[src/rtl/core/acec_pkg.sv]
// Shared types, constants and helper functions for the alignment CIGAR edit classifier.
// It depends on nothing. Every other file in rtl/core imports it.
package acec_pkg;

   // Cap on run lengths, totals and the collapsed position.
   localparam int MAX_COLUMNS = 256;
   localparam int CNT_W = 9;
   localparam logic [CNT_W-1:0] COUNT_CAP =
      (MAX_COLUMNS < 511) ? CNT_W'(MAX_COLUMNS) : CNT_W'(511);

   // Column characters.
   localparam logic [7:0] GAP_CHAR = 8'd45;

   // Operation codes.
   localparam logic [1:0] OP_MATCH = 2'd0;
   localparam logic [1:0] OP_DEL   = 2'd1;
   localparam logic [1:0] OP_INS   = 2'd2;
   localparam logic [1:0] OP_MIS   = 2'd3;

   // Control register indexes and reset values.
   localparam int CSR_IDX_W = 1;
   localparam logic [CSR_IDX_W-1:0] CSR_CUT_POSITION = 1'b0;
   localparam logic [CSR_IDX_W-1:0] CSR_WINDOW_HALF  = 1'b1;
   localparam logic [7:0] CUT_POSITION_RESET = 8'd34;
   localparam logic [7:0] WINDOW_HALF_RESET  = 8'd4;

   // Result queue geometry.
   localparam int QUEUE_DEPTH = 4;
   localparam int QPTR_W = $clog2(QUEUE_DEPTH);
   localparam int QCNT_W = $clog2(QUEUE_DEPTH + 1);

   // One result word.
   typedef struct packed {
      logic [CNT_W-1:0] run_length;
      logic [1:0]       run_op;
      logic             last_run;
      logic             edited;
      logic [CNT_W-1:0] insertion_columns;
      logic [CNT_W-1:0] nonmatch_runs;
   } acec_result_type;

   // Words produced by one column: the run closed by an operation change,
   // then the final run of the alignment.
   typedef struct packed {
      logic            change_valid;
      acec_result_type change_word;
      logic            last_valid;
      acec_result_type last_word;
   } acec_push_type;

   // Column class from the two characters.
   function automatic logic [1:0] classify(input logic [7:0] r, input logic [7:0] t);
      logic [1:0] op;
      if (r == t) begin
         op = OP_MATCH;
      end else if (r != GAP_CHAR && t == GAP_CHAR) begin
         op = OP_DEL;
      end else if (r == GAP_CHAR && t != GAP_CHAR) begin
         op = OP_INS;
      end else begin
         op = OP_MIS;
      end
      return op;
   endfunction

   // Saturating increment.
   function automatic logic [CNT_W-1:0] sat_inc(input logic [CNT_W-1:0] v);
      return (v < COUNT_CAP) ? CNT_W'(v + 1'b1) : v;
   endfunction

   // True when pos lies in [cut - half + 1, cut + half], written without signs.
   function automatic logic in_window(input logic [CNT_W-1:0] pos,
                                      input logic [7:0] cut,
                                      input logic [7:0] half);
      logic [CNT_W:0] pos_plus;
      logic [CNT_W:0] hi;
      pos_plus = {1'b0, pos} + {2'b00, half};
      hi       = {2'b00, cut} + {2'b00, half};
      return (pos_plus > {2'b00, cut}) && ({1'b0, pos} <= hi);
   endfunction

endpackage

[src/rtl/core/acec_if.sv]
// Handshake interfaces for the column channel and the result channel.
// The result interface depends on acec_pkg for the counter width.
interface acec_req_if;
   logic       valid;
   logic       ready;
   logic [7:0] ref_char;
   logic [7:0] target_char;
   logic       last_column;

   modport source(output valid, output ref_char, output target_char,
                  output last_column, input ready);
   modport sink(input valid, input ref_char, input target_char,
                input last_column, output ready);
endinterface

interface acec_rsp_if;
   import acec_pkg::*;
   logic             valid;
   logic             ready;
   logic [CNT_W-1:0] run_length;
   logic [1:0]       run_op;
   logic             last_run;
   logic             edited;
   logic [CNT_W-1:0] insertion_columns;
   logic [CNT_W-1:0] nonmatch_runs;

   modport source(output valid, output run_length, output run_op, output last_run,
                  output edited, output insertion_columns, output nonmatch_runs,
                  input ready);
   modport sink(input valid, input run_length, input run_op, input last_run,
                input edited, input insertion_columns, input nonmatch_runs,
                output ready);
endinterface

[src/rtl/core/acec_column_stage.sv]
// Column register and run-length/edit-window logic of the classifier.
// It depends on acec_pkg and acec_req_if. It feeds words into acec_result_queue.
module acec_column_stage
   import acec_pkg::*;
(
   input  logic          clock,
   input  logic          reset,
   acec_req_if.sink      req_chan,
   input  logic [7:0]    cut_position,
   input  logic [7:0]    window_half,
   input  logic          queue_room,
   output acec_push_type push
);

   // Column register.
   logic       stg_valid_ff, stg_valid_in;
   logic [7:0] stg_ref_ff, stg_target_ff;
   logic       stg_last_ff;
   logic       accept;
   logic       advance;

   // Alignment state.
   logic [1:0]       cur_op_ff, cur_op_in;
   logic [CNT_W-1:0] cur_count_ff, cur_count_in;
   logic [CNT_W-1:0] cpos_ff, cpos_in;
   logic             lead_ins_ff, lead_ins_in;
   logic             edit_ff, edit_in;
   logic [CNT_W-1:0] ins_total_ff, ins_total_in;
   logic [CNT_W-1:0] nm_total_ff, nm_total_in;

   // Column work.
   logic [1:0]       op;
   logic             change;
   logic [1:0]       op_new;
   logic [CNT_W-1:0] count_new;
   logic [CNT_W-1:0] nm_mid;
   logic [CNT_W-1:0] nm_fin;
   logic [CNT_W-1:0] ins_new;
   logic [CNT_W-1:0] cpos_new;
   logic             lead_new;
   logic             check_col;
   logic [CNT_W-1:0] check_pos;
   logic             hit_col;
   logic             hit_lead;
   logic             edit_new;

   // A word moves into the column register when it is empty or draining.
   assign advance        = stg_valid_ff && queue_room;
   assign req_chan.ready = !stg_valid_ff || queue_room;
   assign accept         = req_chan.valid && req_chan.ready;

   always_comb begin
      if (accept) begin
         stg_valid_in = 1'b1;
      end else if (advance) begin
         stg_valid_in = 1'b0;
      end else begin
         stg_valid_in = stg_valid_ff;
      end
   end

   always_ff @(posedge clock) begin
      if (reset) begin
         stg_valid_ff <= 1'b0;
      end else begin
         stg_valid_ff <= stg_valid_in;
      end
   end

   always_ff @(posedge clock) begin
      if (accept) begin
         stg_ref_ff    <= req_chan.ref_char;
         stg_target_ff <= req_chan.target_char;
         stg_last_ff   <= req_chan.last_column;
      end
   end

   // Run tracking: extend the open run or close it on an operation change.
   always_comb begin
      op     = classify(stg_ref_ff, stg_target_ff);
      change = 1'b0;
      if (cur_count_ff == '0) begin
         op_new    = op;
         count_new = CNT_W'(1);
      end else if (op == cur_op_ff) begin
         op_new    = cur_op_ff;
         count_new = sat_inc(cur_count_ff);
      end else begin
         change    = 1'b1;
         op_new    = op;
         count_new = CNT_W'(1);
      end
      nm_mid = (change && cur_op_ff != OP_MATCH) ? sat_inc(nm_total_ff) : nm_total_ff;
      nm_fin = (op_new != OP_MATCH) ? sat_inc(nm_mid) : nm_mid;
   end

   // Collapsed position and the cut-site window check.
   always_comb begin
      ins_new   = ins_total_ff;
      cpos_new  = cpos_ff;
      lead_new  = lead_ins_ff;
      check_col = 1'b0;
      check_pos = cpos_ff;
      if (op == OP_INS) begin
         ins_new = sat_inc(ins_total_ff);
         if (cpos_ff != '0) begin
            check_col = 1'b1;
            check_pos = CNT_W'(cpos_ff - 1'b1);
         end else begin
            lead_new = 1'b1;
         end
      end else begin
         check_col = (op != OP_MATCH) || (cpos_ff == '0 && lead_ins_ff);
         cpos_new  = sat_inc(cpos_ff);
      end
      hit_col  = check_col && in_window(check_pos, cut_position, window_half);
      // An alignment of insertions only still marks position zero.
      hit_lead = stg_last_ff && cpos_new == '0 && lead_new &&
                 in_window('0, cut_position, window_half);
      edit_new = edit_ff || hit_col || hit_lead;
   end

   // Words handed to the queue.
   always_comb begin
      push.change_valid                  = advance && change;
      push.change_word.run_length        = cur_count_ff;
      push.change_word.run_op            = cur_op_ff;
      push.change_word.last_run          = 1'b0;
      push.change_word.edited            = 1'b0;
      push.change_word.insertion_columns = '0;
      push.change_word.nonmatch_runs     = '0;
      push.last_valid                    = advance && stg_last_ff;
      push.last_word.run_length          = count_new;
      push.last_word.run_op              = op_new;
      push.last_word.last_run            = 1'b1;
      push.last_word.edited              = edit_new;
      push.last_word.insertion_columns   = ins_new;
      push.last_word.nonmatch_runs       = nm_fin;
   end

   // State update; the last column returns everything to reset.
   always_comb begin
      cur_op_in    = cur_op_ff;
      cur_count_in = cur_count_ff;
      cpos_in      = cpos_ff;
      lead_ins_in  = lead_ins_ff;
      edit_in      = edit_ff;
      ins_total_in = ins_total_ff;
      nm_total_in  = nm_total_ff;
      if (advance) begin
         if (stg_last_ff) begin
            cur_op_in    = OP_MATCH;
            cur_count_in = '0;
            cpos_in      = '0;
            lead_ins_in  = 1'b0;
            edit_in      = 1'b0;
            ins_total_in = '0;
            nm_total_in  = '0;
         end else begin
            cur_op_in    = op_new;
            cur_count_in = count_new;
            cpos_in      = cpos_new;
            lead_ins_in  = lead_new;
            edit_in      = edit_new;
            ins_total_in = ins_new;
            nm_total_in  = nm_mid;
         end
      end
   end

   always_ff @(posedge clock) begin
      if (reset) begin
         cur_op_ff    <= OP_MATCH;
         cur_count_ff <= '0;
         cpos_ff      <= '0;
         lead_ins_ff  <= 1'b0;
         edit_ff      <= 1'b0;
         ins_total_ff <= '0;
         nm_total_ff  <= '0;
      end else begin
         cur_op_ff    <= cur_op_in;
         cur_count_ff <= cur_count_in;
         cpos_ff      <= cpos_in;
         lead_ins_ff  <= lead_ins_in;
         edit_ff      <= edit_in;
         ins_total_ff <= ins_total_in;
         nm_total_ff  <= nm_total_in;
      end
   end

endmodule

[src/rtl/core/acec_result_queue.sv]
// Small result queue that takes up to two words a cycle and sends one a cycle while the result side is ready.
// It depends on acec_pkg and acec_rsp_if.
module acec_result_queue
   import acec_pkg::*;
(
   input  logic          clock,
   input  logic          reset,
   input  acec_push_type push,
   output logic          queue_room,
   acec_rsp_if.source    rsp_chan
);

   acec_result_type   queue_ff [QUEUE_DEPTH];
   logic [QPTR_W-1:0] wr_ptr_ff, wr_ptr_in;
   logic [QPTR_W-1:0] rd_ptr_ff, rd_ptr_in;
   logic [QCNT_W-1:0] count_ff, count_in;
   logic [1:0]        n_push;
   logic              pop;
   acec_result_type   word_a;
   acec_result_type   word_b;
   acec_result_type   head;

   // Room for two words, so a column never has to stall halfway.
   assign queue_room = count_ff <= QCNT_W'(QUEUE_DEPTH - 2);

   // Order the words: the closed run goes ahead of the final run.
   always_comb begin
      n_push = 2'(push.change_valid) + 2'(push.last_valid);
      word_a = push.change_valid ? push.change_word : push.last_word;
      word_b = push.last_word;
   end

   always_ff @(posedge clock) begin
      if (n_push != 2'd0) begin
         queue_ff[wr_ptr_ff] <= word_a;
      end
      if (n_push == 2'd2) begin
         queue_ff[QPTR_W'(wr_ptr_ff + 1'b1)] <= word_b;
      end
   end

   // Pointer and fill count.
   assign pop       = rsp_chan.valid && rsp_chan.ready;
   assign wr_ptr_in = QPTR_W'(wr_ptr_ff + n_push);
   assign rd_ptr_in = pop ? QPTR_W'(rd_ptr_ff + 1'b1) : rd_ptr_ff;
   assign count_in  = QCNT_W'(count_ff + QCNT_W'(n_push) - QCNT_W'(pop));

   always_ff @(posedge clock) begin
      if (reset) begin
         wr_ptr_ff <= '0;
         rd_ptr_ff <= '0;
         count_ff  <= '0;
      end else begin
         wr_ptr_ff <= wr_ptr_in;
         rd_ptr_ff <= rd_ptr_in;
         count_ff  <= count_in;
      end
   end

   // Head of the queue drives the result channel.
   assign head                       = queue_ff[rd_ptr_ff];
   assign rsp_chan.valid             = count_ff != '0;
   assign rsp_chan.run_length        = head.run_length;
   assign rsp_chan.run_op            = head.run_op;
   assign rsp_chan.last_run          = head.last_run;
   assign rsp_chan.edited            = head.edited;
   assign rsp_chan.insertion_columns = head.insertion_columns;
   assign rsp_chan.nonmatch_runs     = head.nonmatch_runs;

endmodule

[src/rtl/core/alignment_cigar_edit_classifier_top.sv]
// Top level of the alignment CIGAR edit classifier: control registers, column stage, queue.
// It depends on acec_pkg, acec_if, acec_column_stage and acec_result_queue.
//
// The block takes one aligned column per clock, unless the column channel stalls, and
// turns the stream into CIGAR runs (0 match, 1 deletion, 2 insertion, 3 mismatch). A
// column goes into a column register, is classified against the open run there, and its
// words are then written into a four-word result queue whose head drives the result
// channel. A column that both closes a run and ends the alignment yields two words; the
// queue sends one word per cycle while the result side is ready, so the sustained column
// rate is one per cycle as long as the result side keeps up, and the column channel
// stalls only while the queue has fewer than two free slots. The final run carries the
// edit flag, the insertion column count and the number of non-match runs; other runs
// carry zeros there. cut_position and window_half should be written only while no
// alignment is in flight.
module alignment_cigar_edit_classifier_top
   import acec_pkg::*;
(
   input  logic                 clock,
   input  logic                 reset,
   acec_req_if.sink             req_chan,
   acec_rsp_if.source           rsp_chan,
   input  logic                 csr_write_enable,
   input  logic [CSR_IDX_W-1:0] csr_index,
   input  logic [7:0]           csr_write_data
);

   logic [7:0]    cut_position_ff, cut_position_in;
   logic [7:0]    window_half_ff, window_half_in;
   logic          queue_room;
   acec_push_type push;

   // Control register writes.
   always_comb begin
      cut_position_in = cut_position_ff;
      window_half_in  = window_half_ff;
      if (csr_write_enable) begin
         case (csr_index)
            CSR_CUT_POSITION: begin
               cut_position_in = csr_write_data;
            end
            CSR_WINDOW_HALF: begin
               window_half_in = csr_write_data;
            end
            default: begin
               cut_position_in = cut_position_ff;
            end
         endcase
      end
   end

   always_ff @(posedge clock) begin
      if (reset) begin
         cut_position_ff <= CUT_POSITION_RESET;
         window_half_ff  <= WINDOW_HALF_RESET;
      end else begin
         cut_position_ff <= cut_position_in;
         window_half_ff  <= window_half_in;
      end
   end

   // Column stage.
   acec_column_stage u_column_stage (
      .clock        (clock),
      .reset        (reset),
      .req_chan     (req_chan),
      .cut_position (cut_position_ff),
      .window_half  (window_half_ff),
      .queue_room   (queue_room),
      .push         (push)
   );

   // Result queue.
   acec_result_queue u_result_queue (
      .clock      (clock),
      .reset      (reset),
      .push       (push),
      .queue_room (queue_room),
      .rsp_chan   (rsp_chan)
   );

   // Words enter the queue only when it has room for two.
   a_push_needs_room: assert property (@(posedge clock) disable iff (reset)
      (push.change_valid || push.last_valid) |-> queue_room)
      else $error("word pushed into a full result queue");

   // A column that closes a run and ends the alignment opens a different operation.
   a_two_words_differ: assert property (@(posedge clock) disable iff (reset)
      (push.change_valid && push.last_valid) |->
      (push.change_word.run_op != push.last_word.run_op))
      else $error("closed run and final run share an operation");

   // Every run sent covers at least one column.
   a_run_nonempty: assert property (@(posedge clock) disable iff (reset)
      rsp_chan.valid |-> (rsp_chan.run_length != '0))
      else $error("empty run sent");

   // Summary fields are zero except on the final run.
   a_summary_zero: assert property (@(posedge clock) disable iff (reset)
      (rsp_chan.valid && !rsp_chan.last_run) |->
      (!rsp_chan.edited && rsp_chan.insertion_columns == '0 &&
       rsp_chan.nonmatch_runs == '0))
      else $error("summary fields set on an inner run");

endmodule

[src/flat_wrapper.sv]
// flat-port wrapper written by rule: the top's interface ports become plain ports
module alignment_cigar_edit_classifier_top_flat import acec_pkg::*;
  (clock, reset, csr_write_enable, csr_index, csr_write_data, req_chan_valid, req_chan_ref_char, req_chan_target_char, req_chan_last_column, req_chan_ready, rsp_chan_valid, rsp_chan_run_length, rsp_chan_run_op, rsp_chan_last_run, rsp_chan_edited, rsp_chan_insertion_columns, rsp_chan_nonmatch_runs, rsp_chan_ready);
  acec_req_if req_chan_i ();
  acec_rsp_if rsp_chan_i ();
  input  logic clock;
  input  logic reset;
  input  logic csr_write_enable;
  input  logic [CSR_IDX_W-1:0] csr_index;
  input  logic [7:0] csr_write_data;
  input wire logic [$bits(req_chan_i.valid)-1:0] req_chan_valid;
  input wire logic [$bits(req_chan_i.ref_char)-1:0] req_chan_ref_char;
  input wire logic [$bits(req_chan_i.target_char)-1:0] req_chan_target_char;
  input wire logic [$bits(req_chan_i.last_column)-1:0] req_chan_last_column;
  output wire logic [$bits(req_chan_i.ready)-1:0] req_chan_ready;
  output wire logic [$bits(rsp_chan_i.valid)-1:0] rsp_chan_valid;
  output wire logic [$bits(rsp_chan_i.run_length)-1:0] rsp_chan_run_length;
  output wire logic [$bits(rsp_chan_i.run_op)-1:0] rsp_chan_run_op;
  output wire logic [$bits(rsp_chan_i.last_run)-1:0] rsp_chan_last_run;
  output wire logic [$bits(rsp_chan_i.edited)-1:0] rsp_chan_edited;
  output wire logic [$bits(rsp_chan_i.insertion_columns)-1:0] rsp_chan_insertion_columns;
  output wire logic [$bits(rsp_chan_i.nonmatch_runs)-1:0] rsp_chan_nonmatch_runs;
  input wire logic [$bits(rsp_chan_i.ready)-1:0] rsp_chan_ready;
  assign req_chan_i.valid = req_chan_valid;
  assign req_chan_i.ref_char = req_chan_ref_char;
  assign req_chan_i.target_char = req_chan_target_char;
  assign req_chan_i.last_column = req_chan_last_column;
  assign req_chan_ready = req_chan_i.ready;
  assign rsp_chan_valid = rsp_chan_i.valid;
  assign rsp_chan_run_length = rsp_chan_i.run_length;
  assign rsp_chan_run_op = rsp_chan_i.run_op;
  assign rsp_chan_last_run = rsp_chan_i.last_run;
  assign rsp_chan_edited = rsp_chan_i.edited;
  assign rsp_chan_insertion_columns = rsp_chan_i.insertion_columns;
  assign rsp_chan_nonmatch_runs = rsp_chan_i.nonmatch_runs;
  assign rsp_chan_i.ready = rsp_chan_ready;
  alignment_cigar_edit_classifier_top u_core (.clock(clock), .reset(reset), .req_chan(req_chan_i), .rsp_chan(rsp_chan_i), .csr_write_enable(csr_write_enable), .csr_index(csr_index), .csr_write_data(csr_write_data));
endmodule
[config.mk]
export PLATFORM = sky130hd
export DESIGN_NAME = alignment_cigar_edit_classifier_top_flat
export DESIGN_NICKNAME = d
export VERILOG_FILES = /design/src/rtl/core/acec_pkg.sv /design/src/rtl/core/acec_if.sv /design/src/rtl/core/acec_column_stage.sv /design/src/rtl/core/acec_result_queue.sv /design/src/rtl/core/alignment_cigar_edit_classifier_top.sv /design/src/flat_wrapper.sv
export SDC_FILE = /design/constraint.sdc
export NUM_CORES = 1
export LEC_CHECK = 0
export ABC_CLOCK_PERIOD_IN_PS = 5100
export BUFFER_PORTS_ARGS = -buffer_cell sky130_fd_sc_hd__buf_2
export CAP_MARGIN = 0
export CORE_MARGIN = 5
export CORE_UTILIZATION = 41
export CTS_BUF_LIST = sky130_fd_sc_hd__clkbuf_4 sky130_fd_sc_hd__clkbuf_8 sky130_fd_sc_hd__clkbuf_16
export DETAILED_ROUTE_END_ITERATION = 7
export HOLD_SLACK_MARGIN = 0.08
export PLACE_DENSITY = 0.62
export SLEW_MARGIN = 20
export SYNTH_ARGS = -nofsm -noshare
export SYNTH_HDL_FRONTEND = slang
export SYNTH_HIERARCHICAL = 1
export SYNTH_SLANG_ARGS = --single-unit
[constraint.sdc]
create_clock -name clock -period 5.1 [get_ports clock]
set_input_delay 0 -clock clock [delete_from_list [all_inputs] [get_ports clock]]
set_output_delay 0 -clock clock [all_outputs]
set_load 0.03 [all_outputs]
==> results of run 1 <==
repair_timing:
item	CTS	global route
hold buffers	39	0
hold endpoints to repair	41	0
resized for setup	0	3
endpoints found under the setup margin	0	4
worst max-delay path: stages (launching register included):
cell,delay (ns)
edfxtp_1,0.40
or4b_4,0.60
o211a_1,0.28
nand2_1,0.19
nand2_1,0.08
o21ai_1,0.16
ha_1,0.28
a21o_1,0.18
a21oi_1,0.22
nor2b_1,0.09
o31ai_1,0.26
nand2b_1,0.11
a21oi_1,0.18
xnor2_1,0.09
ha_1,0.30
nand4_1,0.10
o22a_1,0.19
o31ai_1,0.08
a32oi_1,0.17
a31o_2,0.27
mux2_1,0.30
worst max-delay path by stage:
stage                                                       end  cells after the start
after CTS                 u_core/u_result_queue/queue_ff[0][18]                     18
after global routing      u_core/u_result_queue/queue_ff[0][18]                     21
after floorplan            u_core/u_result_queue/queue_ff[1][0]                     11
final                     u_core/u_result_queue/queue_ff[0][18]                     20
after detailed placement  u_core/u_result_queue/queue_ff[0][18]                     18
after global placement    u_core/u_result_queue/queue_ff[0][18]                     21
final cells by class:
class	instances	area (sq um)	area share [%]
clock buffer	34	723	5.14
clock inverter	9	85.1	0.605
inverter	45	169	1.20
multi-input combinational	733	6180	43.9
sequential	207	5560	39.5
tap	390	488	3.47
timing repair buffer	122	868	6.17
flip-flops by register name, indices dropped and copies added (netlist names), 8 cells and up, named ones only:
name,cells
u_core/u_result_queue/queue_ff,124
u_core/u_column_stage/nm_total_ff,9
u_core/u_column_stage/cur_count_ff,9
u_core/u_column_stage/stg_ref_ff,8
u_core/cut_position_ff,8
u_core/u_column_stage/stg_target_ff,8
u_core/u_column_stage/cpos_ff,9
u_core/u_column_stage/ins_total_ff,9
u_core/window_half_ff,8
power by group through the flow:
stage / Sequential (mW) / Clock (mW) / Combinational [mW]
floorplan: 2.00 / 0 / 0.844
global placement: 2.01 / 0 / 1.12
detailed placement: 2.01 / 0 / 1.13
CTS: 1.98 / 1.76 / 1.16
global route: 1.99 / 1.84 / 1.23
finish: 1.98 / 1.72 / 1.14
per-layer routing:
metal / global-route usage (%) / wire length, um / vias up
met2: 28.1 / 13200 / 162
met3: 2.19 / 1080 / 27
met4: 3.33 / 447 / 0
met1: 23.8 / 13200 / 4018
met5: 0 / 0 / -
li1: - / - / 4005
through the flow:
step	hold WS [ns]	area, sq um	TNS (ns)
after floorplan	0.0667	12300	-14.03
after global placement	0.177	12900	0
after detailed placement	0.178	12900	0
after CTS	0.171	14100	0
after global routing	0.185	14100	-0.000905
final	0.197	14100	0
synth_stat cells (3+ instances only):
cell type    n  area [sq um]
nand4b_1     5          43.8
a2bb2oi_1    4          35.0
a211oi_1     4          30.0
a22oi_1     11          82.6
o21bai_1     6          45.0
a21oi_1     49           245
edfxtp_1   141          4230
and2_1       5          31.3
mux2_2     116          1310
fa_1         3          60.1
mux2_1      11           124
nand3_1     19          95.1
o21a_1       5          37.5
xnor2_1     43           377
inv_1       44           165
dfxtp_1     66          1320
nand4_1     15          93.8
mux4_2      31           698
nand2_1     37           139
o21ai_0     31           155
buf_4       32           240
mux2i_1     13           130
nor2b_1      7          43.8
a31oi_1      5          31.3
nand2b_1    21           131
buf_6        4          45.0
a21boi_0     4          30.0
o31ai_1      5          37.5
o31a_1       3          26.3
ha_1        55           688
o21ai_1      4          20.0
buf_2       10          50.1
and3_1       8          50.1
nor3b_1      4          30.0
nor4_1      11          68.8
nor2_1      86           323
or3_1       10          62.6
clkbuf_1    25          93.8
a21o_1       4          30.0
xor2_1      16           140
nor3_1      14          70.1
logic make-up after synthesis:
group                    after synthesis  synth area share (%)
AO/OA/AOI/OAI                        160                  8.77
XOR/XNOR                              59                  4.24
adder cells (fa/ha/maj)               58                  6.14
buffers and inverters                119                  5.01
flip-flops                           207                  45.6
multiplexers                         171                  18.5
other                                  2                0.0617
AND/OR/NAND/NOR                      264                  11.6
layout by cell type, fill, tap and decap left out, types with 36 or more instances in the layout:
master / netlist / routed
ha_1: 55 / 55
edfxtp_1: 141 / 141
nand2_1: 37 / 36
inv_1: 44 / 44
a21oi_1: 49 / 49
dfxtp_1: 66 / 65
dlygate4sd3_1: 0 / 39
buf_2: 10 / 63
nor2_1: 86 / 85
xnor2_1: 43 / 43
mux2_2: 116 / 116
==> flow_metrics.env, run 1 <==
export IMPL_crit_path_end_kind="register"
export IMPL_period_minus_slack_ns=4.78
export IMPL_switchingPower_mw=1.44
export IMPL_leakagePower_nw=5.31
export IMPL_grt_max_degree=39
export IMPL_ys_async_sr_fraction_pct=0
export IMPL_min_to="u_core/u_column_stage/stg_last_ff"
export IMPL_h_tree_depth=1
export IMPL_cp_required_ns=5.36
export IMPL_synth_edf_count=141
export IMPL_r2r_slack_ns=0.32
export IMPL_drc=0
export IMPL_antenna_found_initial=0
export IMPL_syn_area_per_cell_sq_um=11.7
export IMPL_status="finished, final reports clean"
export IMPL_yosysWarnings=6
export IMPL_clockBufferDepth=3
export IMPL_cts_setup_buffers=0
export IMPL_min_from="req_chan_last_column"
export IMPL_regToRegEndpoint="u_core/u_result_queue/queue_ff[0][18]"
export IMPL_ys_flop_type="edfxtp_1"
export IMPL_seq_area_frac_synth_pct=45.6
export IMPL_power_frac_comb_pct=23.6
export IMPL_cts_num_sinks=207
export IMPL_tightest_slew_ns=0.865
export IMPL_grtUsageTotal_pct=16.8
export IMPL_synth_cell_types=82
export IMPL_peakVddDrop_uv=237
export IMPL_drt_pass1_iter_count=5
export IMPL_die_h_um=182
export IMPL_setup_viol=0
export IMPL_drv_slew=0
export IMPL_initial_utilization_pct=41.3
export IMPL_start_kind="register"
export IMPL_grt_overflow=0
export IMPL_switching_share_pct=29.6
export IMPL_die_w_um=182
export IMPL_syn_inst=1040
export IMPL_num_antenna_cells=0
export IMPL_fin_cells=1540
export IMPL_dr_first_iter_drc_count=495
export IMPL_cp_max_fo=5
export IMPL_dieArea_sq_mm=0.0333
export IMPL_final_nets=1222
export IMPL_io_pins=64
export IMPL_final_util_pct=47.7
export IMPL_cts_buffers=24
export IMPL_gp_congestion=0.842
export IMPL_p_total_mw=4.84
export IMPL_cts_tree="done"
export IMPL_clkLatencyLatePin_ns=0.51
export IMPL_ff2ff_path_depth=20
export IMPL_crit_path_start="u_core/u_column_stage/stg_target_ff[4]"
export IMPL_grt_first_pass_wirelength_um=46000
export IMPL_hold_path_depth=2
export IMPL_worst_slack_ns=0.317
export IMPL_clkTransAtPathRegs_ns=0.06
export IMPL_cts_root_buf="clkbuf_16"
export IMPL_r2r_start="u_core/u_column_stage/stg_target_ff[4]"
export IMPL_fillers=2675
export IMPL_place_ws_ns=0.244
export IMPL_drt_wl_total_um=27900
export IMPL_synth_seq_cells=207
export IMPL_intPower_mw=3.41
export IMPL_io_buffers=63
export IMPL_dp_hpwl_um=18100
export IMPL_finClkSkew_ns=0.0110
export IMPL_placement_rows=63
export IMPL_drtAntennaViolNets=0
export IMPL_vias=8212
export IMPL_finalHoldViolations=0
export IMPL_max_clock_freq_mhz=209
export IMPL_crit_type="reg -> reg"
export IMPL_pwr_share_clk_pct=35.6
export IMPL_grt_pass1_vias=8549
export IMPL_cap_violations=0
export IMPL_core_sq_mm=0.0295
export IMPL_p_per_area_mw_per_mm2=344
export IMPL_drive_above_1_share_pct=26.8
export IMPL_share_seq_of_total_power_pct=40.9
export IMPL_wl_per_cell_um=18.1
export IMPL_cp_arrival_ns=5.04
export IMPL_syn_to_final_growth_pct=15.5
export IMPL_fin_crit_sh_pct=93.8
export IMPL_syn_area_sq_mm=0.0122
export IMPL_slew_headroom_pct=42.3
export IMPL_hold_class="in -> reg"
export IMPL_placed_cells=1458
export IMPL_routed_via_density=5.33
Note: power is estimated with default switching activity, not from simulation.
==> inputs of run 2 (changes only) <==
--- a/config.mk
+++ b/config.mk
@@ -5,6 +5,7 @@
 export SDC_FILE = /design/constraint.sdc
 export NUM_CORES = 1
 export LEC_CHECK = 0
+export ABC_AREA = 1
 export ABC_CLOCK_PERIOD_IN_PS = 5100
 export BUFFER_PORTS_ARGS = -buffer_cell sky130_fd_sc_hd__buf_2
 export CAP_MARGIN = 0
@@ -14,6 +15,7 @@
 export DETAILED_ROUTE_END_ITERATION = 7
 export HOLD_SLACK_MARGIN = 0.08
 export PLACE_DENSITY = 0.62
+export REMOVE_ABC_BUFFERS = 1
 export SLEW_MARGIN = 20
 export SYNTH_ARGS = -nofsm -noshare
 export SYNTH_HDL_FRONTEND = slang
==> run 2 against run 1 <==
Net effect:
- clock skew decreased by 0.0026 ns
- critical path depth increased by 7
- highest routed layer unchanged
- combinational power decreased by 6%
- critical path type unchanged
==> flow_metrics.env, run 2 <==
export IMPL_wl_met2_um=14400
export IMPL_synth_compound_area_share_pct=15.8
export IMPL_critPathMostFrequentCell="inv_1"
export IMPL_max_clock_freq_mhz=220
export IMPL_ys_async_sr_fraction_pct=0
export IMPL_yosysWarnings=6
export IMPL_routed_via_density=5.02
export IMPL_gp_congestion=0.894
export IMPL_core_sq_mm=0.0298
export IMPL_mostFrequentLayoutCells="358 x nand2_1, 225 x o21ai_0, 162 x inv_1, 141 x edfxtp_1, 140 x nor2_1"
export IMPL_peakVddDrop_uv=238
export IMPL_cts_root_buf="clkbuf_16"
export IMPL_synthAdderAreaFrac_pct=6.01
export IMPL_r2r_start="u_core/u_column_stage/cpos_ff[4]"
export IMPL_slowest_delay_ns=0.39
export IMPL_top_layer_used="met4"
export IMPL_clkTransAtPathRegs_ns=0.06
export IMPL_clockBufferDepth=3
export IMPL_die_h_um=184
export IMPL_drv_slew=0
export IMPL_route_layer_met1_wl_um=13200
export IMPL_drt_pass1_iter_count=5
export IMPL_setup_viol=0
export IMPL_fin_cells=2044
export IMPL_cts_tree="done"
export IMPL_grt_first_pass_wirelength_um=48500
export IMPL_rsz0062_at_grt="false"
export IMPL_synthMuxAreaShare_pct=0.0804
export IMPL_cp_required_ns=5.35
export IMPL_fin_tns_setup_ns=0
export IMPL_synth_top_family_by_area="simple AND/OR/NAND/NOR gates"
export IMPL_cp_arrival_ns=4.80
export IMPL_finClkSkew_ns=0.00841
export IMPL_placement_rows=63
export IMPL_synth_xor_xnor_area_share_pct=3.24
export IMPL_cap_violations=0
export IMPL_layout_commonest_cell="nand2_1"
export IMPL_r2r_slack_ns=0.55
export IMPL_dr_first_iter_drc_count=612
export IMPL_yosys_area_top_type="edfxtp_1"
export IMPL_placed_cells=1957
export IMPL_synth_edf_count=141
export IMPL_drtAntennaViolNets=0
export IMPL_cts_setup_buffers=0
export IMPL_cts_buffers=25
export IMPL_dieArea_sq_mm=0.0339
export IMPL_top_register="u_core/u_result_queue/queue_ff"
export IMPL_design_area_sq_mm=0.0143
export IMPL_drc=0
export IMPL_fin_crit_sh_pct=89.2
export IMPL_synth_commonest_cells="358 x nand2_1, 226 x o21ai_0, 162 x inv_1"
export IMPL_initial_utilization_pct=41.8
export IMPL_period_minus_slack_ns=4.55
export IMPL_synthTopCellsByArea="edfxtp_1 34%, nand2_1 11%, dfxtp_1 11%, o21ai_0 9.1%, ha_1 5.5%"
export IMPL_dp_hpwl_um=18400
export IMPL_syn_inst=1562
export IMPL_cts_num_sinks=207
export IMPL_crit_path_end_kind="register"
export IMPL_grt_max_degree=64
export IMPL_die_w_um=184
export IMPL_io_pins=64
export IMPL_ys_flop_type="edfxtp_1"
export IMPL_grt_pass1_vias=9779
export IMPL_drt_wl_total_um=29600
export IMPL_synth_simple_gate_area_share_pct=21.1
export IMPL_hold_class="in -> reg"
export IMPL_p_total_mw=4.82
export IMPL_io_buffers=63
export IMPL_drive_above_1_share_pct=10.9
export IMPL_p_per_area_mw_per_mm2=337
export IMPL_synth_seq_cells=207
export IMPL_final_util_pct=48.0
export IMPL_crit_path_start="u_core/u_column_stage/cpos_ff[4]"
export IMPL_antenna_found_initial=0
export IMPL_wl_per_cell_um=14.5
export IMPL_h_tree_depth=1
export IMPL_synth_top_area_share_pct=34.0
export IMPL_post_synth_top_count_cell="nand2_1"
export IMPL_syn_area_sq_mm=0.0124
export IMPL_grt_overflow=0
export IMPL_status="finished, final reports clean"
export IMPL_seq_area_frac_synth_pct=44.6
export IMPL_ff2ff_path_depth=27
export IMPL_place_area_sq_mm=0.0130
export IMPL_final_nets=1724
export IMPL_crit_type="reg -> reg"
export IMPL_fillers=2874
export IMPL_cp_max_fo=6
export IMPL_largest_reg_flops=124
export IMPL_regToRegEndpoint="u_core/u_result_queue/queue_ff[0][18]"
export IMPL_critical_path_endpoint="u_core/u_result_queue/queue_ff[0][18]"
export IMPL_syn_to_final_growth_pct=14.9
export IMPL_tightest_slew_ns=1.05
export IMPL_slew_headroom_pct=29.9
export IMPL_num_antenna_cells=0
export IMPL_leakagePower_nw=5.75
export IMPL_clkLatencyLatePin_ns=0.53
export IMPL_synth_cell_types=47
export IMPL_start_kind="register"
export IMPL_wl_met3_um=1280
export IMPL_vias=10267
export IMPL_grtUsageTotal_pct=17.4
export IMPL_slowest_stage="fa_1"
export IMPL_syn_area_per_cell_sq_um=7.97
export IMPL_finalHoldViolations=0
## run 2: cell families (layout without fill, tap and decap cells)
group | count (synthesis) | after routing
AND/OR/NAND/NOR | 611 | 611
AO/OA/AOI/OAI | 372 | 372
buffers and inverters | 265 | 338
flip-flops | 207 | 207
adder cells (fa/ha/maj) | 58 | 58
XOR/XNOR | 46 | 46
other | 2 | 21
multiplexers | 1 | 1
## run 2: routing by layer
layer	vias to the layer above	track usage, %
li1	5330	-
met1	4682	22.1
met2	210	31.2
met3	45	2.13
met4	0	4.58
met5	-	0
## run 2: worst min path at each step
stage                             from                                endpoint  slack [ns]  cells after the start
2_1_floorplan                    reset       u_core/u_result_queue/count_ff[1]        0.07                      1
3_3_place_gp   req_chan_target_char[7]  u_core/u_column_stage/stg_target_ff[7]        0.18                      1
3_5_place_dp      req_chan_last_column       u_core/u_column_stage/stg_last_ff        0.18                      1
4_1_cts        req_chan_target_char[1]  u_core/u_column_stage/stg_target_ff[1]        0.15                      2
5_1_grt           req_chan_ref_char[3]     u_core/u_column_stage/stg_ref_ff[3]        0.18                      2
6_report       req_chan_target_char[5]  u_core/u_column_stage/stg_target_ff[5]        0.18                      2
## run 2: layout make-up
type / count / area (sq um) / area share (%)
tap: 390 / 488 / 3.41
multi-input combinational: 1109 / 5900 / 41.2
timing repair buffer: 119 / 838 / 5.86
sequential: 207 / 5560 / 38.9
inverter: 173 / 649 / 4.54
clock inverter: 8 / 82.6 / 0.577
clock buffer: 38 / 790 / 5.52
## run 2: worst max-delay path, delay by kind of cell (launching register included)
family | cells | cell delay, ns
AOI/OAI and AO/OA | 8 | 1.28
xor gates and xnor gates | 2 | 0.33
adders and majority gates | 3 | 0.81
buffers and inverters | 5 | 0.41
DFF | 1 | 0.36
and+or+nand+nor | 9 | 1.07
## run 2: repair_timing
item	4_1_cts	5_1_grt
resized for setup	0	1
hold buffers	41	0
setup endpoints to repair	0	2
endpoints found under the hold margin	90	0
## run 2: report_power, final
group | internal, mW | switching (mW)
logic | 0.312 | 0.760
clock network | 1.12 | 0.708
registers | 1.87 | 0.0452
total | 3.31 | 1.51
## run 2: stage by stage
stage / worst slack [ns] / hold slack (ns)
floorplan: -1.20 / 0.0667
global placement: 0.639 / 0.178
detailed placement: 0.479 / 0.178
CTS: 0.451 / 0.150
global route: 0.0814 / 0.177
finish: 0.550 / 0.178
==> inputs of run 3 (changes only) <==
--- a/config.mk
+++ b/config.mk
@@ -14,7 +14,7 @@
 export CTS_BUF_LIST = sky130_fd_sc_hd__clkbuf_4 sky130_fd_sc_hd__clkbuf_8 sky130_fd_sc_hd__clkbuf_16
 export DETAILED_ROUTE_END_ITERATION = 7
 export HOLD_SLACK_MARGIN = 0.08
-export PLACE_DENSITY = 0.62
+export PLACE_DENSITY = 0.67
 export REMOVE_ABC_BUFFERS = 1
 export SLEW_MARGIN = 20
 export SYNTH_ARGS = -nofsm -noshare
==> run 3 against run 2 <==
Net effect:
- design area is 0.23% higher
- first-iteration DRC count up 19%
- critical path depth decreased by 2
- sequential cell count unchanged
- register-to-register slack worse by 0.02 ns
- critical endpoint is now u_core/u_result_queue/queue_ff[1][18]
- highest routed layer unchanged
==> flow_metrics.env, run 3 (synthesis gave the netlist of run 2 again) <==
export IMPL_setup_viol=0
export IMPL_drc=0
export IMPL_die_h_um=184
export IMPL_peakVddDrop_uv=263
export IMPL_r2r_start="u_core/u_column_stage/stg_ref_ff[6]"
export IMPL_finalHoldWorstSlack_ns=0.185
export IMPL_period_minus_slack_ns=4.57
export IMPL_initial_utilization_pct=41.8
export IMPL_drt_pass1_iter_count=8
export IMPL_crit_path_start="u_core/u_column_stage/stg_ref_ff[6]"
export IMPL_vias=10392
export IMPL_leakagePower_nw=5.75
export IMPL_fin_crit_sh_pct=89.5
export IMPL_status="finished, final reports clean"
export IMPL_drive_above_1_share_pct=10.9
export IMPL_placed_cells=1956
export IMPL_cts_root_buf="clkbuf_16"
export IMPL_grt_first_pass_wirelength_um=48600
export IMPL_cap_violations=0
export IMPL_grt_max_degree=64
export IMPL_drtAntennaViolNets=0
export IMPL_slew_headroom_pct=30.2
export IMPL_clkTransAtPathRegs_ns=0.06
export IMPL_drt_wl_total_um=29500
export IMPL_antenna_found_initial=0
export IMPL_drv_slew=0
export IMPL_core_sq_mm=0.0298
export IMPL_routed_via_density=5.07
export IMPL_dr_first_iter_drc_count=730
export IMPL_cts_num_sinks=207
export IMPL_p_total_mw=4.78
export IMPL_cp_max_fo=8
export IMPL_cts_buffers=25
export IMPL_cts_tree="done"
export IMPL_dieArea_sq_mm=0.0339
export IMPL_hold_class="in -> reg"
export IMPL_start_kind="register"
export IMPL_layout_commonest_cell="nand2_1"
export IMPL_num_antenna_cells=0
export IMPL_io_pins=64
export IMPL_dp_hpwl_um=18200
export IMPL_largest_reg_flops=124
export IMPL_final_nets=1728
export IMPL_clockBufferDepth=3
export IMPL_clkLatencyLatePin_ns=0.54
export IMPL_max_clock_freq_mhz=219
export IMPL_die_w_um=184
export IMPL_mostFrequentLayoutCells="358 x nand2_1, 225 x o21ai_0, 161 x inv_1, 141 x edfxtp_1, 140 x nor2_1"
export IMPL_grt_overflow=0
export IMPL_grtUsageTotal_pct=17.2
export IMPL_p_per_area_mw_per_mm2=333
export IMPL_cp_arrival_ns=4.83
export IMPL_finalHoldViolations=0
export IMPL_placement_rows=63
export IMPL_wl_per_cell_um=14.4
export IMPL_h_tree_depth=1
export IMPL_syn_to_final_growth_pct=15.2
export IMPL_crit_type="reg -> reg"
export IMPL_tightest_slew_ns=1.04
export IMPL_cp_required_ns=5.37
export IMPL_rsz0062_at_grt="false"
export IMPL_io_buffers=63
export IMPL_finClkSkew_ns=0.0159
export IMPL_min_from="req_chan_target_char[7]"
export IMPL_final_util_pct=48.1
export IMPL_fin_cells=2048
export IMPL_grt_pass1_vias=9839
export IMPL_top_register="u_core/u_result_queue/queue_ff"
export IMPL_gp_congestion=0.905
export IMPL_crit_path_end_kind="register"
export IMPL_fillers=2798
==> run 3: cell types whose count changed in the layout (fill, tap and decap cells not counted) <==
cell           delta
bufinv_16         -1
clkinv_2          -2
clkinv_4          +2
inv_6             +1
clkbuf_4          -2
buf_4             -1
clkinvlp_4        +3
inv_1             -1
dlygate4sd3_1     +5
==> run 3: layout make-up <==
class / count / area [sq um] / share of cell area [%]
repair buffers: 123 / 881 / 6.14
inverters: 173 / 649 / 4.53
clock inverters: 10 / 87.6 / 0.611
clock buffers: 36 / 774 / 5.40
well taps: 390 / 488 / 3.40
flip-flops and latches: 207 / 5560 / 38.8
multi-input cells: 1109 / 5900 / 41.1
==> run 3: stage by stage <==
| stage | setup WS [ns] | area, sq um | setup TNS [ns] |
|---|---|---|---|
| after global routing | 0.0907 | 14300 | 0 |
| final | 0.534 | 14300 | 0 |
| after detailed placement | 0.478 | 13000 | 0 |
| after floorplan | -1.20 | 12000 | -147.47 |
| after global placement | 0.649 | 13000 | 0 |
| after CTS | 0.421 | 14300 | 0 |
==> run 3: worst max-delay path: stages, from the launching register on <==
cell      delay, ns
edfxtp_1       0.41
nor2_1         0.15
nand3_2        0.11
nor2_4         0.12
o21ai_4        0.12
nor2_1         0.25
inv_1          0.08
o21ai_0        0.32
inv_1          0.11
fa_1           0.44
o21ai_1        0.25
a21oi_1        0.10
o21bai_1       0.20
xnor2_1        0.15
inv_1          0.07
ha_1           0.27
nand2_1        0.08
a31oi_1        0.04
o22ai_1        0.14
nand3_1        0.12
a31oi_1        0.19
nand2_1        0.08
inv_1          0.12
o21ai_0        0.18
nand2_1        0.11
o21ai_0        0.08
==> run 3: path summary, 6_finish.rpt <==
| check | endpoint | slack [ns] | cells after the start |
|---|---|---|---|
| worst max-delay path | u_core/u_result_queue/queue_ff[1][18] | 0.53 | 25 |
| worst max register to register | u_core/u_result_queue/queue_ff[1][18] | 0.53 | 25 |
| worst min register to register | u_core/u_column_stage/ins_total_ff[4] | 0.47 | 2 |
| worst min-delay path | u_core/u_column_stage/stg_target_ff[7] | 0.18 | 2 |
==> run 3: power breakdown <==
part           total, mW  internal [mW]  leakage (nW)  switching (mW)
sequential          1.92           1.87          1.81          0.0455
combinational       1.07          0.314          3.51           0.757
clock               1.79           1.07         0.422           0.716
total               4.78           3.26          5.75            1.52
==> run 3: metal layers <==
metal  GRT usage [%]  routed length, um  vias up
li1                -                  -     5325
met1            22.0              12800     4759
met2            30.9              14400      258
met3            2.09               1560       50
met4            4.50                795        0
met5               0                  0        -
==> run 3: what timing repair did <==
item                       CTS  global route
hold buffers                46             0
setup endpoints to repair    0             3
buffers inserted             0             0
resized for setup            0             1
hold endpoints to repair    93             0
